===== src/rtl/sdtp_pkg.sv =====
// Package for the SDT section parser: record types, status codes, phases
// and the byte-wide MPEG-2 CRC-32 step. No dependencies.
`default_nettype none
package sdtp_pkg;

  localparam int QDEPTH = 4;
  localparam int QAW    = $clog2(QDEPTH);
  localparam int QCW    = $clog2(QDEPTH + 1);

  localparam logic [31:0] CRC_POLY = 32'h04C1_1DB7;
  localparam logic [7:0]  TID_SDT_ACT = 8'h42;
  localparam logic [7:0]  TID_SDT_OTH = 8'h46;

  typedef enum logic [1:0] {
    REC_HEADER  = 2'd0,
    REC_SERVICE = 2'd1,
    REC_STATUS  = 2'd2
  } rec_kind_t;

  typedef enum logic [2:0] {
    ST_OK        = 3'd0,
    ST_SYNTAX    = 3'd1,
    ST_TABLE_ID  = 3'd2,
    ST_SIZE      = 3'd3,
    ST_CRC       = 3'd4,
    ST_TOO_SHORT = 3'd5
  } status_t;

  typedef enum logic {
    PH_PARSE = 1'b0,
    PH_DRAIN = 1'b1
  } phase_t;

  typedef struct packed {
    rec_kind_t   kind;
    logic [15:0] first_id;
    logic [15:0] second_id;
    logic [4:0]  ver_num;
    logic        current_next;
    logic [7:0]  sect_num;
    logic [7:0]  last_sect_num;
    logic [4:0]  eit_flags;
    logic [2:0]  run_state;
    logic        ca_flag;
    status_t     status;
    logic        last_of_run;
  } rec_t;

  // up to two records per accepted byte; r0 goes out first
  typedef struct packed {
    logic v0;
    logic v1;
    rec_t r0;
    rec_t r1;
  } push_t;

  function automatic logic [31:0] crc_step(input logic [31:0] crc, input logic [7:0] b);
    logic [31:0] c;
    c = crc ^ {b, 24'h0};
    for (int i = 0; i < 8; i++) begin
      c = c[31] ? ((c << 1) ^ CRC_POLY) : (c << 1);
    end
    return c;
  endfunction

endpackage
`default_nettype wire


===== src/rtl/sdtp_parse.sv =====
// Section parser core: per-byte state, CRC and record building.
// Depends on sdtp_pkg.
`default_nettype none
module sdtp_parse (
  input  wire                clk,
  input  wire                rst_n,
  input  wire                accept,
  input  wire  [7:0]         data_byte,
  input  wire                byte_last,
  output sdtp_pkg::push_t    push
);
  import sdtp_pkg::*;

  phase_t      phase_r, phase_nxt;
  logic [12:0] pos_r, pos_nxt;
  logic [11:0] len_r, len_nxt;
  logic [31:0] crc_r, crc_nxt;
  logic [2:0]  ent_r, ent_nxt;
  logic [11:0] skip_r, skip_nxt;
  logic [15:0] id_r, id_nxt;
  logic [7:0]  flags_r, flags_nxt;
  logic [7:0]  stat_r, stat_nxt;
  logic [37:0] hdr_r, hdr_nxt;
  logic        hsent_r, hsent_nxt;
  logic [7:0]  tid_r, tid_nxt;

  logic [31:0] crc_upd;
  logic [12:0] sec_end;
  logic [12:0] crc_start;
  logic        fin;
  status_t     code;
  logic        emit_a;
  rec_t        rec_a;
  rec_t        rec_s;
  logic [11:0] dll;

  always_comb begin
    phase_nxt = phase_r;
    pos_nxt   = pos_r;
    len_nxt   = len_r;
    crc_nxt   = crc_r;
    ent_nxt   = ent_r;
    skip_nxt  = skip_r;
    id_nxt    = id_r;
    flags_nxt = flags_r;
    stat_nxt  = stat_r;
    hdr_nxt   = hdr_r;
    hsent_nxt = hsent_r;
    tid_nxt   = tid_r;
    fin       = 1'b0;
    code      = ST_OK;
    emit_a    = 1'b0;
    rec_a     = '0;
    rec_s     = '0;
    crc_upd   = crc_step(crc_r, data_byte);
    sec_end   = {1'b0, len_r} + 13'd2;
    crc_start = {1'b0, len_r} - 13'd1;
    dll       = {stat_r[3:0], data_byte};

    if (phase_r == PH_DRAIN) begin
      if (byte_last) begin
        phase_nxt = PH_PARSE;
      end
    end else begin
      crc_nxt = crc_upd;
      if (byte_last && pos_r <= 13'd5) begin
        fin  = 1'b1;
        code = ST_TOO_SHORT;
      end else if (pos_r == 13'd0) begin
        tid_nxt = data_byte;
      end else if (pos_r == 13'd1) begin
        if (!data_byte[7]) begin
          fin  = 1'b1;
          code = ST_SYNTAX;
        end else if (tid_r != TID_SDT_ACT && tid_r != TID_SDT_OTH) begin
          fin  = 1'b1;
          code = ST_TABLE_ID;
        end else begin
          len_nxt = {data_byte[3:0], 8'h00};
        end
      end else if (pos_r == 13'd2) begin
        len_nxt = {len_r[11:8], data_byte};
        if (len_nxt <= 12'd4) begin
          fin  = 1'b1;
          code = ST_SIZE;
        end
      end else begin
        case (pos_r)
          13'd3: hdr_nxt[37:30] = hdr_r[37:30] | data_byte;
          13'd4: hdr_nxt[29:22] = hdr_r[29:22] | data_byte;
          13'd5: hdr_nxt[21:16] = hdr_r[21:16] | data_byte[5:0];
          13'd6: hdr_nxt[15:8]  = hdr_r[15:8] | data_byte;
          13'd7: hdr_nxt[7:0]   = hdr_r[7:0] | data_byte;
          13'd8: id_nxt = {data_byte, 8'h00};
          13'd9: begin
            id_nxt    = id_r | {8'h00, data_byte};
            emit_a    = 1'b1;
            hsent_nxt = 1'b1;
          end
          13'd10: ;
          default: begin
            if (skip_r != 12'd0) begin
              skip_nxt = skip_r - 12'd1;
            end else if (ent_r != 3'd0 || pos_r < crc_start) begin
              ent_nxt = ent_r + 3'd1;
              case (ent_r)
                3'd0: id_nxt = {data_byte, 8'h00};
                3'd1: id_nxt = {id_r[15:8], data_byte};
                3'd2: flags_nxt = data_byte;
                3'd3: stat_nxt = data_byte;
                default: begin
                  emit_a          = 1'b1;
                  rec_a.kind      = REC_SERVICE;
                  rec_a.first_id  = id_r;
                  rec_a.second_id = {4'h0, dll};
                  rec_a.eit_flags = flags_r[4:0];
                  rec_a.run_state = stat_r[7:5];
                  rec_a.ca_flag   = stat_r[4];
                  skip_nxt        = dll;
                  ent_nxt         = 3'd0;
                end
              endcase
            end
          end
        endcase
        if (pos_r == sec_end) begin
          // short section: header goes out just ahead of the status
          if (!hsent_r) begin
            emit_a = 1'b1;
          end
          fin  = 1'b1;
          code = (crc_upd == 32'h0) ? ST_OK : ST_CRC;
        end else if (byte_last) begin
          fin  = 1'b1;
          code = ST_SIZE;
        end
        if (emit_a && (pos_r <= 13'd9)) begin
          rec_a.kind          = REC_HEADER;
          rec_a.first_id      = hdr_nxt[37:22];
          rec_a.second_id     = id_nxt;
          rec_a.ver_num       = hdr_nxt[21:17];
          rec_a.current_next  = hdr_nxt[16];
          rec_a.sect_num      = hdr_nxt[15:8];
          rec_a.last_sect_num = hdr_nxt[7:0];
        end
      end

      if (fin) begin
        phase_nxt = byte_last ? PH_PARSE : PH_DRAIN;
      end else if (pos_r != 13'h1FFF) begin
        pos_nxt = pos_r + 13'd1;
      end
    end

    // a finished section, or the end of a drained one, clears section state
    if (fin || (phase_r == PH_DRAIN && byte_last)) begin
      pos_nxt   = '0;
      len_nxt   = '0;
      crc_nxt   = '1;
      ent_nxt   = '0;
      skip_nxt  = '0;
      id_nxt    = '0;
      flags_nxt = '0;
      stat_nxt  = '0;
      hdr_nxt   = '0;
      hsent_nxt = 1'b0;
      tid_nxt   = '0;
    end

    rec_s.kind        = REC_STATUS;
    rec_s.status      = code;
    rec_s.last_of_run = 1'b1;
    rec_a.last_of_run = !fin;

    push.v0 = accept && (emit_a || fin);
    push.v1 = accept && emit_a && fin;
    push.r0 = emit_a ? rec_a : rec_s;
    push.r1 = rec_s;
  end

  always_ff @(posedge clk) begin
    if (!rst_n) begin
      phase_r <= PH_PARSE;
      pos_r   <= '0;
      len_r   <= '0;
      crc_r   <= '1;
      ent_r   <= '0;
      skip_r  <= '0;
      id_r    <= '0;
      flags_r <= '0;
      stat_r  <= '0;
      hdr_r   <= '0;
      hsent_r <= 1'b0;
      tid_r   <= '0;
    end else if (accept) begin
      phase_r <= phase_nxt;
      pos_r   <= pos_nxt;
      len_r   <= len_nxt;
      crc_r   <= crc_nxt;
      ent_r   <= ent_nxt;
      skip_r  <= skip_nxt;
      id_r    <= id_nxt;
      flags_r <= flags_nxt;
      stat_r  <= stat_nxt;
      hdr_r   <= hdr_nxt;
      hsent_r <= hsent_nxt;
      tid_r   <= tid_nxt;
    end
  end

endmodule
`default_nettype wire


===== src/rtl/sdtp_out_fifo.sv =====
// Result queue: takes up to two records a cycle, hands out one.
// Depends on sdtp_pkg.
`default_nettype none
module sdtp_out_fifo (
  input  wire               clk,
  input  wire               rst_n,
  input  wire sdtp_pkg::push_t push,
  output logic              room,
  output logic              rd_valid,
  input  wire               rd_ready,
  output sdtp_pkg::rec_t    rd_rec
);
  import sdtp_pkg::*;

  rec_t             mem [QDEPTH];
  logic [QAW-1:0]   wr_r, wr_nxt;
  logic [QAW-1:0]   rd_r, rd_nxt;
  logic [QCW-1:0]   cnt_r, cnt_nxt;
  logic             pop;
  logic [QAW-1:0]   wr_p1;

  assign rd_valid = (cnt_r != '0);
  assign rd_rec   = mem[rd_r];
  assign pop      = rd_valid && rd_ready;
  // two free slots cover the worst case of one byte
  assign room     = (cnt_r <= QCW'(QDEPTH - 2));
  assign wr_p1    = wr_r + QAW'(1);

  always_comb begin
    wr_nxt  = wr_r + QAW'(push.v0) + QAW'(push.v1);
    rd_nxt  = rd_r + QAW'(pop);
    cnt_nxt = cnt_r + QCW'(push.v0) + QCW'(push.v1) - QCW'(pop);
  end

  always_ff @(posedge clk) begin
    if (push.v0) begin
      mem[wr_r] <= push.r0;
    end
    if (push.v1) begin
      mem[wr_p1] <= push.r1;
    end
  end

  always_ff @(posedge clk) begin
    if (!rst_n) begin
      wr_r  <= '0;
      rd_r  <= '0;
      cnt_r <= '0;
    end else begin
      wr_r  <= wr_nxt;
      rd_r  <= rd_nxt;
      cnt_r <= cnt_nxt;
    end
  end

endmodule
`default_nettype wire


===== src/rtl/sdt_section_parser_top.sv =====
// SDT section parser top: byte stream in, header/service/status records out.
// Depends on sdtp_pkg, sdtp_parse, sdtp_out_fifo.
//
//  channel  direction  tdata                          tuser        tlast
//  in_      slave      data_byte                      -            byte_last
//  out_     master     record fields (see out_tdata)  record_kind  last_of_run
//
// One byte per cycle; each byte is parsed in the cycle it is taken and its
// records (at most two) go into a four-entry result queue.
// in_tready drops only while the queue has fewer than two free entries,
// i.e. when out_tready has been low long enough for the queue to fill.
// Synchronous active-low reset empties the queue and returns to table id.
`default_nettype none
module sdt_section_parser_top (
  input  wire         clk,
  input  wire         rst_n,
  input  wire         in_tvalid,
  output logic        in_tready,
  input  wire  [7:0]  in_tdata,   // [7:0] data_byte
  input  wire         in_tlast,
  output logic        out_tvalid,
  input  wire         out_tready,
  // [15:0] first_id, [31:16] second_id, [36:32] ver_num,
  // [37] current_next, [45:38] sect_num, [53:46] last_sect_num,
  // [58:54] eit_flags, [61:59] run_state, [62] ca_flag,
  // [65:63] status, [71:66] zero
  output logic [71:0] out_tdata,
  output logic [1:0]  out_tuser,  // [1:0] record_kind
  output logic        out_tlast
);
  import sdtp_pkg::*;

  push_t push;
  rec_t  rec;
  logic  accept;

  assign accept = in_tvalid && in_tready;

  sdtp_parse u_parse (
    .clk       (clk),
    .rst_n     (rst_n),
    .accept    (accept),
    .data_byte (in_tdata),
    .byte_last (in_tlast),
    .push      (push)
  );

  sdtp_out_fifo u_fifo (
    .clk      (clk),
    .rst_n    (rst_n),
    .push     (push),
    .room     (in_tready),
    .rd_valid (out_tvalid),
    .rd_ready (out_tready),
    .rd_rec   (rec)
  );

  assign out_tdata = {6'b0, rec.status, rec.ca_flag, rec.run_state,
                      rec.eit_flags, rec.last_sect_num, rec.sect_num,
                      rec.current_next, rec.ver_num, rec.second_id,
                      rec.first_id};
  assign out_tuser = rec.kind;
  assign out_tlast = rec.last_of_run;

`ifndef ASSERT_OFF
  a_status_ends_run: assert property (@(posedge clk) disable iff (!rst_n)
    out_tvalid && out_tuser == REC_STATUS |-> out_tlast)
    else $error("status record not last of run");

  a_status_zero_elsewhere: assert property (@(posedge clk) disable iff (!rst_n)
    out_tvalid && out_tuser != REC_STATUS |-> out_tdata[65:63] == 3'd0)
    else $error("status field set on non-status record");

  a_empty_after_reset: assert property (@(posedge clk) disable iff (!rst_n)
    !$past(rst_n) |-> !out_tvalid && in_tready)
    else $error("queue not empty after reset");
`endif

endmodule
`default_nettype wire


===== config.mk =====
export PLATFORM = sky130hd
export DESIGN_NAME = sdt_section_parser_top
export DESIGN_NICKNAME = d
export VERILOG_FILES = /design/src/rtl/sdtp_pkg.sv /design/src/rtl/sdtp_parse.sv /design/src/rtl/sdtp_out_fifo.sv /design/src/rtl/sdt_section_parser_top.sv
export SDC_FILE = /design/constraint.sdc
export NUM_CORES = 1
export LEC_CHECK = 0
export BUFFER_PORTS_ARGS = -buffer_cell sky130_fd_sc_hd__buf_2
export CAP_MARGIN = 20
export CORE_UTILIZATION = 55
export CTS_BUF_LIST = sky130_fd_sc_hd__clkbuf_4 sky130_fd_sc_hd__clkbuf_8
export DETAILED_ROUTE_END_ITERATION = 8
export PLACE_DENSITY_LB_ADDON = 0.12
export SYNTH_ARGS = -nofsm -noshare
export SYNTH_HDL_FRONTEND = slang
export SYNTH_SLANG_ARGS = --single-unit

===== constraint.sdc =====
create_clock -name clk -period 4.5 [get_ports clk]
set_clock_uncertainty 0.2 [all_clocks]
set_input_delay 0.225 -clock clk [delete_from_list [all_inputs] [get_ports clk]]
set_output_delay 0.225 -clock clk [all_outputs]
set_load 0.02 [all_outputs]

==> results_tabular.tex <==
\begin{tabular}{lr}
\hline
Metric & Value \\
\hline
\multicolumn{2}{l}{\textbf{Run status}} \\
\quad Outcome & complete, no violations \\
\multicolumn{2}{l}{\textbf{GRT}} \\
\quad Grt total ovfl & 0 \\
\quad Maximum number of pins on one net before global-route repair & 112 \\
\quad Number of antenna violations at the first check in global routing & 1 \\
\quad Vias in the first global route & 16700 \\
\quad Total global-route track usage & 0.310 \\
\quad Wire length of the first global-routing pass & 92.4 mm \\
\multicolumn{2}{l}{\textbf{Clock network}} \\
\quad Clock sink count & 431 \\
\quad Clk Tree Root Cell & clkbuf\_8 \\
\quad TritonCTS Buffers & 72 \\
\quad Clock tree from TritonCTS & built \\
\quad Buffers from clock root to sink, at most & 3 \\
\quad \# H-tree levels & 3 \\
\quad Worst-Skew Late Latency & 0.63 ns \\
\quad CTS clk-pin slew, worst paths & 0.06 ns \\
\multicolumn{2}{l}{\textbf{Die}} \\
\quad Effective utilization at floorplan & 0.557 \\
\quad Area of the core region & 36500 sq um \\
\quad Die Y & 194 um \\
\quad I/O pin count & 90 \\
\quad Full die area & 37800 sq um \\
\quad Standard-cell rows & 70 \\
\quad Die extent in x & 194 um \\
\multicolumn{2}{l}{\textbf{Route}} \\
\quad Via total after detailed routing & 17200 \\
\quad Antenna violation net count after detailed routing & 0 \\
\quad Detailed router's first-iteration violation count & 1231 \\
\quad Wire per inst & 20.7 um \\
\quad First-pass DRT Iterations & 5 \\
\quad Vias/cell & 6.08 \\
\quad Number of design rule violations left after detail routing & 0 \\
\quad Wire length after detailed routing & 58.4 mm \\
\multicolumn{2}{l}{\textbf{Yosys}} \\
\quad Synthesized cell area & 20300 sq um \\
\quad Fraction of the mapped netlist area in compound gates & 0.184 \\
\quad Post-synthesis share of cell area spent on full adders, half adders and majority gates & 0.0220 \\
\quad Synthesized-area fraction occupied by xor and xnor cells & 0.0555 \\
\quad Post-synthesis share of cell area spent on and, or, nand and nor gates & 0.174 \\
\quad Leading post-synthesis cells by instance count & dfxtp\_1 (419), nand2\_1 (256), o21ai\_0 (199) \\
\quad Portion of the post-synthesis area used by sequential elements & 0.430 \\
\quad Share of async-settable or async-resettable flops after synthesis & 0 \\
\quad Top area cells in the synthesized netlist & dfxtp\_1 (41\%), mux4\_2 (7.6\%), o21ai\_0 (4.9\%) \\
\quad Mapped Cells & 2232 \\
\quad Netlist cell types & 90 \\
\quad Most frequent cell after synthesis & dfxtp\_1 \\
\quad Area share of the largest cell type after synthesis & 0.412 \\
\quad Combinational family with the most area after synthesis & compound AO/OA/AOI/OAI gates \\
\quad Post-synthesis sequential element count & 431 \\
\quad Top cell type by total area after synthesis & dfxtp\_1 \\
\quad Primary flip-flop cell chosen by synthesis mapping & dfxtp\_1 \\
\quad Post-synth EDFFs & 12 \\
\quad Mux share of post-synthesis cell area & 0.0893 \\
\quad Count of yosys warnings during synthesis & 0 \\
\quad Mean post-synth cell area & 9.11 sq um \\
\multicolumn{2}{l}{\textbf{STA}} \\
\quad Number of endpoints failing setup at the final stage & 0 \\
\quad Number of hold violations in the final report & 0 \\
\quad Worst relative slew slack & 0.409 \\
\quad Final period utilization & 0.954 \\
\quad Slew at the pin with the worst max-slew slack & 0.882 ns \\
\quad Highest clock frequency the design can meet & 0.233 GHz \\
\quad Tmin final & 4.29 ns \\
\quad Worst slack on hold paths & 0.0517 ns \\
\quad Fin. max-slew vios & 0 \\
\multicolumn{2}{l}{\textbf{Critical path}} \\
\quad Highest net fanout along the worst path & 6 \\
\quad Endpoint required time on the critical path & 4.85 ns \\
\quad R2R Setup Slk & 0.21 ns \\
\quad Cell depth of the worst flop-to-flop path & 16 \\
\quad Worst reg2reg path startpoint & u\_parse.len\_r[0] \\
\quad Endpoint of the worst-slack reg-to-reg timing path & u\_parse.ent\_r[1] \\
\quad Crit path capture type & flop \\
\quad Data arrival time at the worst-slack endpoint & 4.64 ns \\
\quad Type of origin of the critical path & flop \\
\quad Class of the most critical setup path & reg -> reg \\
\multicolumn{2}{l}{\textbf{Pwr}} \\
\quad Static leakage & 0.00878 uW \\
\quad Power per Cell Area & 538 nW/um\^{}2 \\
\quad IR Drop Worst-Case VDD & 0.477 mV \\
\multicolumn{2}{l}{\textbf{Finish}} \\
\quad Diodes inserted & 0 \\
\quad Final cell utilization of the core & 0.630 \\
\quad Count of nets after finishing & 2345 \\
\quad Synthesis-to-finish area growth & 13.1\% \\
\quad Share of layout cells above drive strength 1 & 0.178 \\
\quad Filler Cells Inserted & 3097 \\
\multicolumn{2}{l}{\textbf{Worst hold path}} \\
\quad Worst min-delay path category & in -> reg \\
\quad Worst-case hold path end point & u\_parse.len\_r[11] \\
\quad Worst min-delay path startpoint & in\_tdata[3] \\
\quad Cell depth of the worst hold path & 4 \\
\multicolumn{2}{l}{\textbf{Placed design}} \\
\quad Final HPWL DP & 38.7 mm \\
\quad Global placement routability congestion & 0.905 \\
\quad Input/output buffers & 83 \\
\multicolumn{2}{l}{\textbf{Flow run}} \\
\quad Max-cap violations & 0 \\
\hline
\end{tabular}
## layer usage
layer	wire length (um)	up-vias	GRT usage
met5	0	-	0
met4	2030	0	0.128
met3	4010	130	0.0508
met2	27300	662	0.507
met1	25100	8234	0.409
li1	-	8126	-
## sequential cells by signal, indices dropped and copies added (netlist names), 2 cells and up
signal           count
u_fifo.cnt_r         3
u_fifo.mem         276
u_fifo.rd_r          2
u_fifo.wr_r          2
u_parse.crc_r       32
u_parse.ent_r        3
u_parse.flags_r      5
u_parse.hdr_r       38
u_parse.id_r        16
u_parse.len_r       12
u_parse.pos_r       13
u_parse.skip_r      12
u_parse.stat_r       8
u_parse.tid_r        7
## through the flow
step	total power (uW)	TNS (ns)	cells	instance area (sq um)	setup WS [ns]
after floorplan	7650	0	2237	20400	0.0401
final	12400	0	2819	23000	0.206
after global routing	13000	-0.0182	2819	23000	-0.0139
after global placement	8670	-2.00	2682	21300	-0.134
after detailed placement	8750	-4.04	2682	21300	-0.228
after CTS	12400	0	2818	22900	0.0710
## placed cells by master, fill, tap and decap left out, types with 14 or more instances in the layout
cell	count
nor2_1	157
nand3_1	146
buf_2	83
o21ai_0	198
nand2_1	255
and2_1	27
inv_1	37
mux2i_1	24
and3_1	15
o211ai_1	41
clkbuf_4	26
nand2b_1	32
a21oi_1	104
nor3_1	38
dfxtp_1	417
ha_1	31
a22oi_1	14
clkbuf_8	91
mux4_2	69
xnor2_1	63
xor2_1	27
a22o_1	67
buf_4	65
o21ai_1	62
## kinds of logic (layout without fill, tap and decap cells)
group,Yosys count,in the layout
AND/OR/NAND/NOR,756,756
XOR/XNOR,105,105
multiplexers,95,95
AO/OA/AOI/OAI,592,592
adder cells (fa/ha/maj),34,34
buffers and inverters,218,332
other,1,6
flip-flops,431,431
## critical path, cell delays in order (launching register included)
cell	delay, ns
dfxtp_1	0.32
inv_1	0.09
ha_1	0.20
nand2_1	0.08
or3_1	0.35
or3_1	0.38
nor3_2	0.15
xnor2_1	0.14
ha_1	0.27
a21o_1	0.18
a21o_1	0.20
a221oi_4	0.30
a21boi_2	0.15
a2111oi_4	0.42
nor2_1	0.16
or4b_1	0.48
a21oi_1	0.14
## repair_timing
item,in CTS,in global routing
gates cloned,0,0
resized for setup,5,16
hold buffers,9,0
pin swaps,0,4
setup endpoints to repair,35,90
buffers inserted,0,1
hold endpoints to repair,21,0
## cell type report
| cell class | instances | area (sq um) | share of cell area |
|---|---|---|---|
| multi-input combinational | 1588 | 10800 | 0.471 |
| tap | 468 | 586 | 0.0255 |
| timing repair buffer | 165 | 1150 | 0.0501 |
| clock inverter | 10 | 76.3 | 0.00332 |
| inverter | 40 | 150 | 0.00653 |
| sequential | 431 | 8760 | 0.381 |
| clock buffer | 117 | 1450 | 0.0629 |
## where the power goes
part	total, uW	internal [uW]	leakage [uW]	switching [uW]
registers	4430	4080	0.00349	347
clock network	3630	2040	0.000811	1590
logic	4330	1770	0.00448	2560
total	12400	7890	0.00878	4490
## worst max path at each step
stage / start / end / slack, ns / cells after the start
CTS: u_parse.len_r[2] / u_fifo.cnt_r[2] / 0.07 / 17
global placement: u_parse.len_r[1] / u_fifo.mem[3][39] / -0.13 / 17
floorplan: u_parse.pos_r[1] / u_fifo.cnt_r[2] / 0.04 / 18
global route: u_parse.len_r[1] / u_parse.ent_r[1] / -0.01 / 16
detailed placement: u_parse.len_r[1] / u_fifo.mem[1][42] / -0.23 / 17
finish: u_parse.len_r[0] / u_parse.ent_r[1] / 0.21 / 16
No activity file was read; power rests on OpenSTA's default activity.
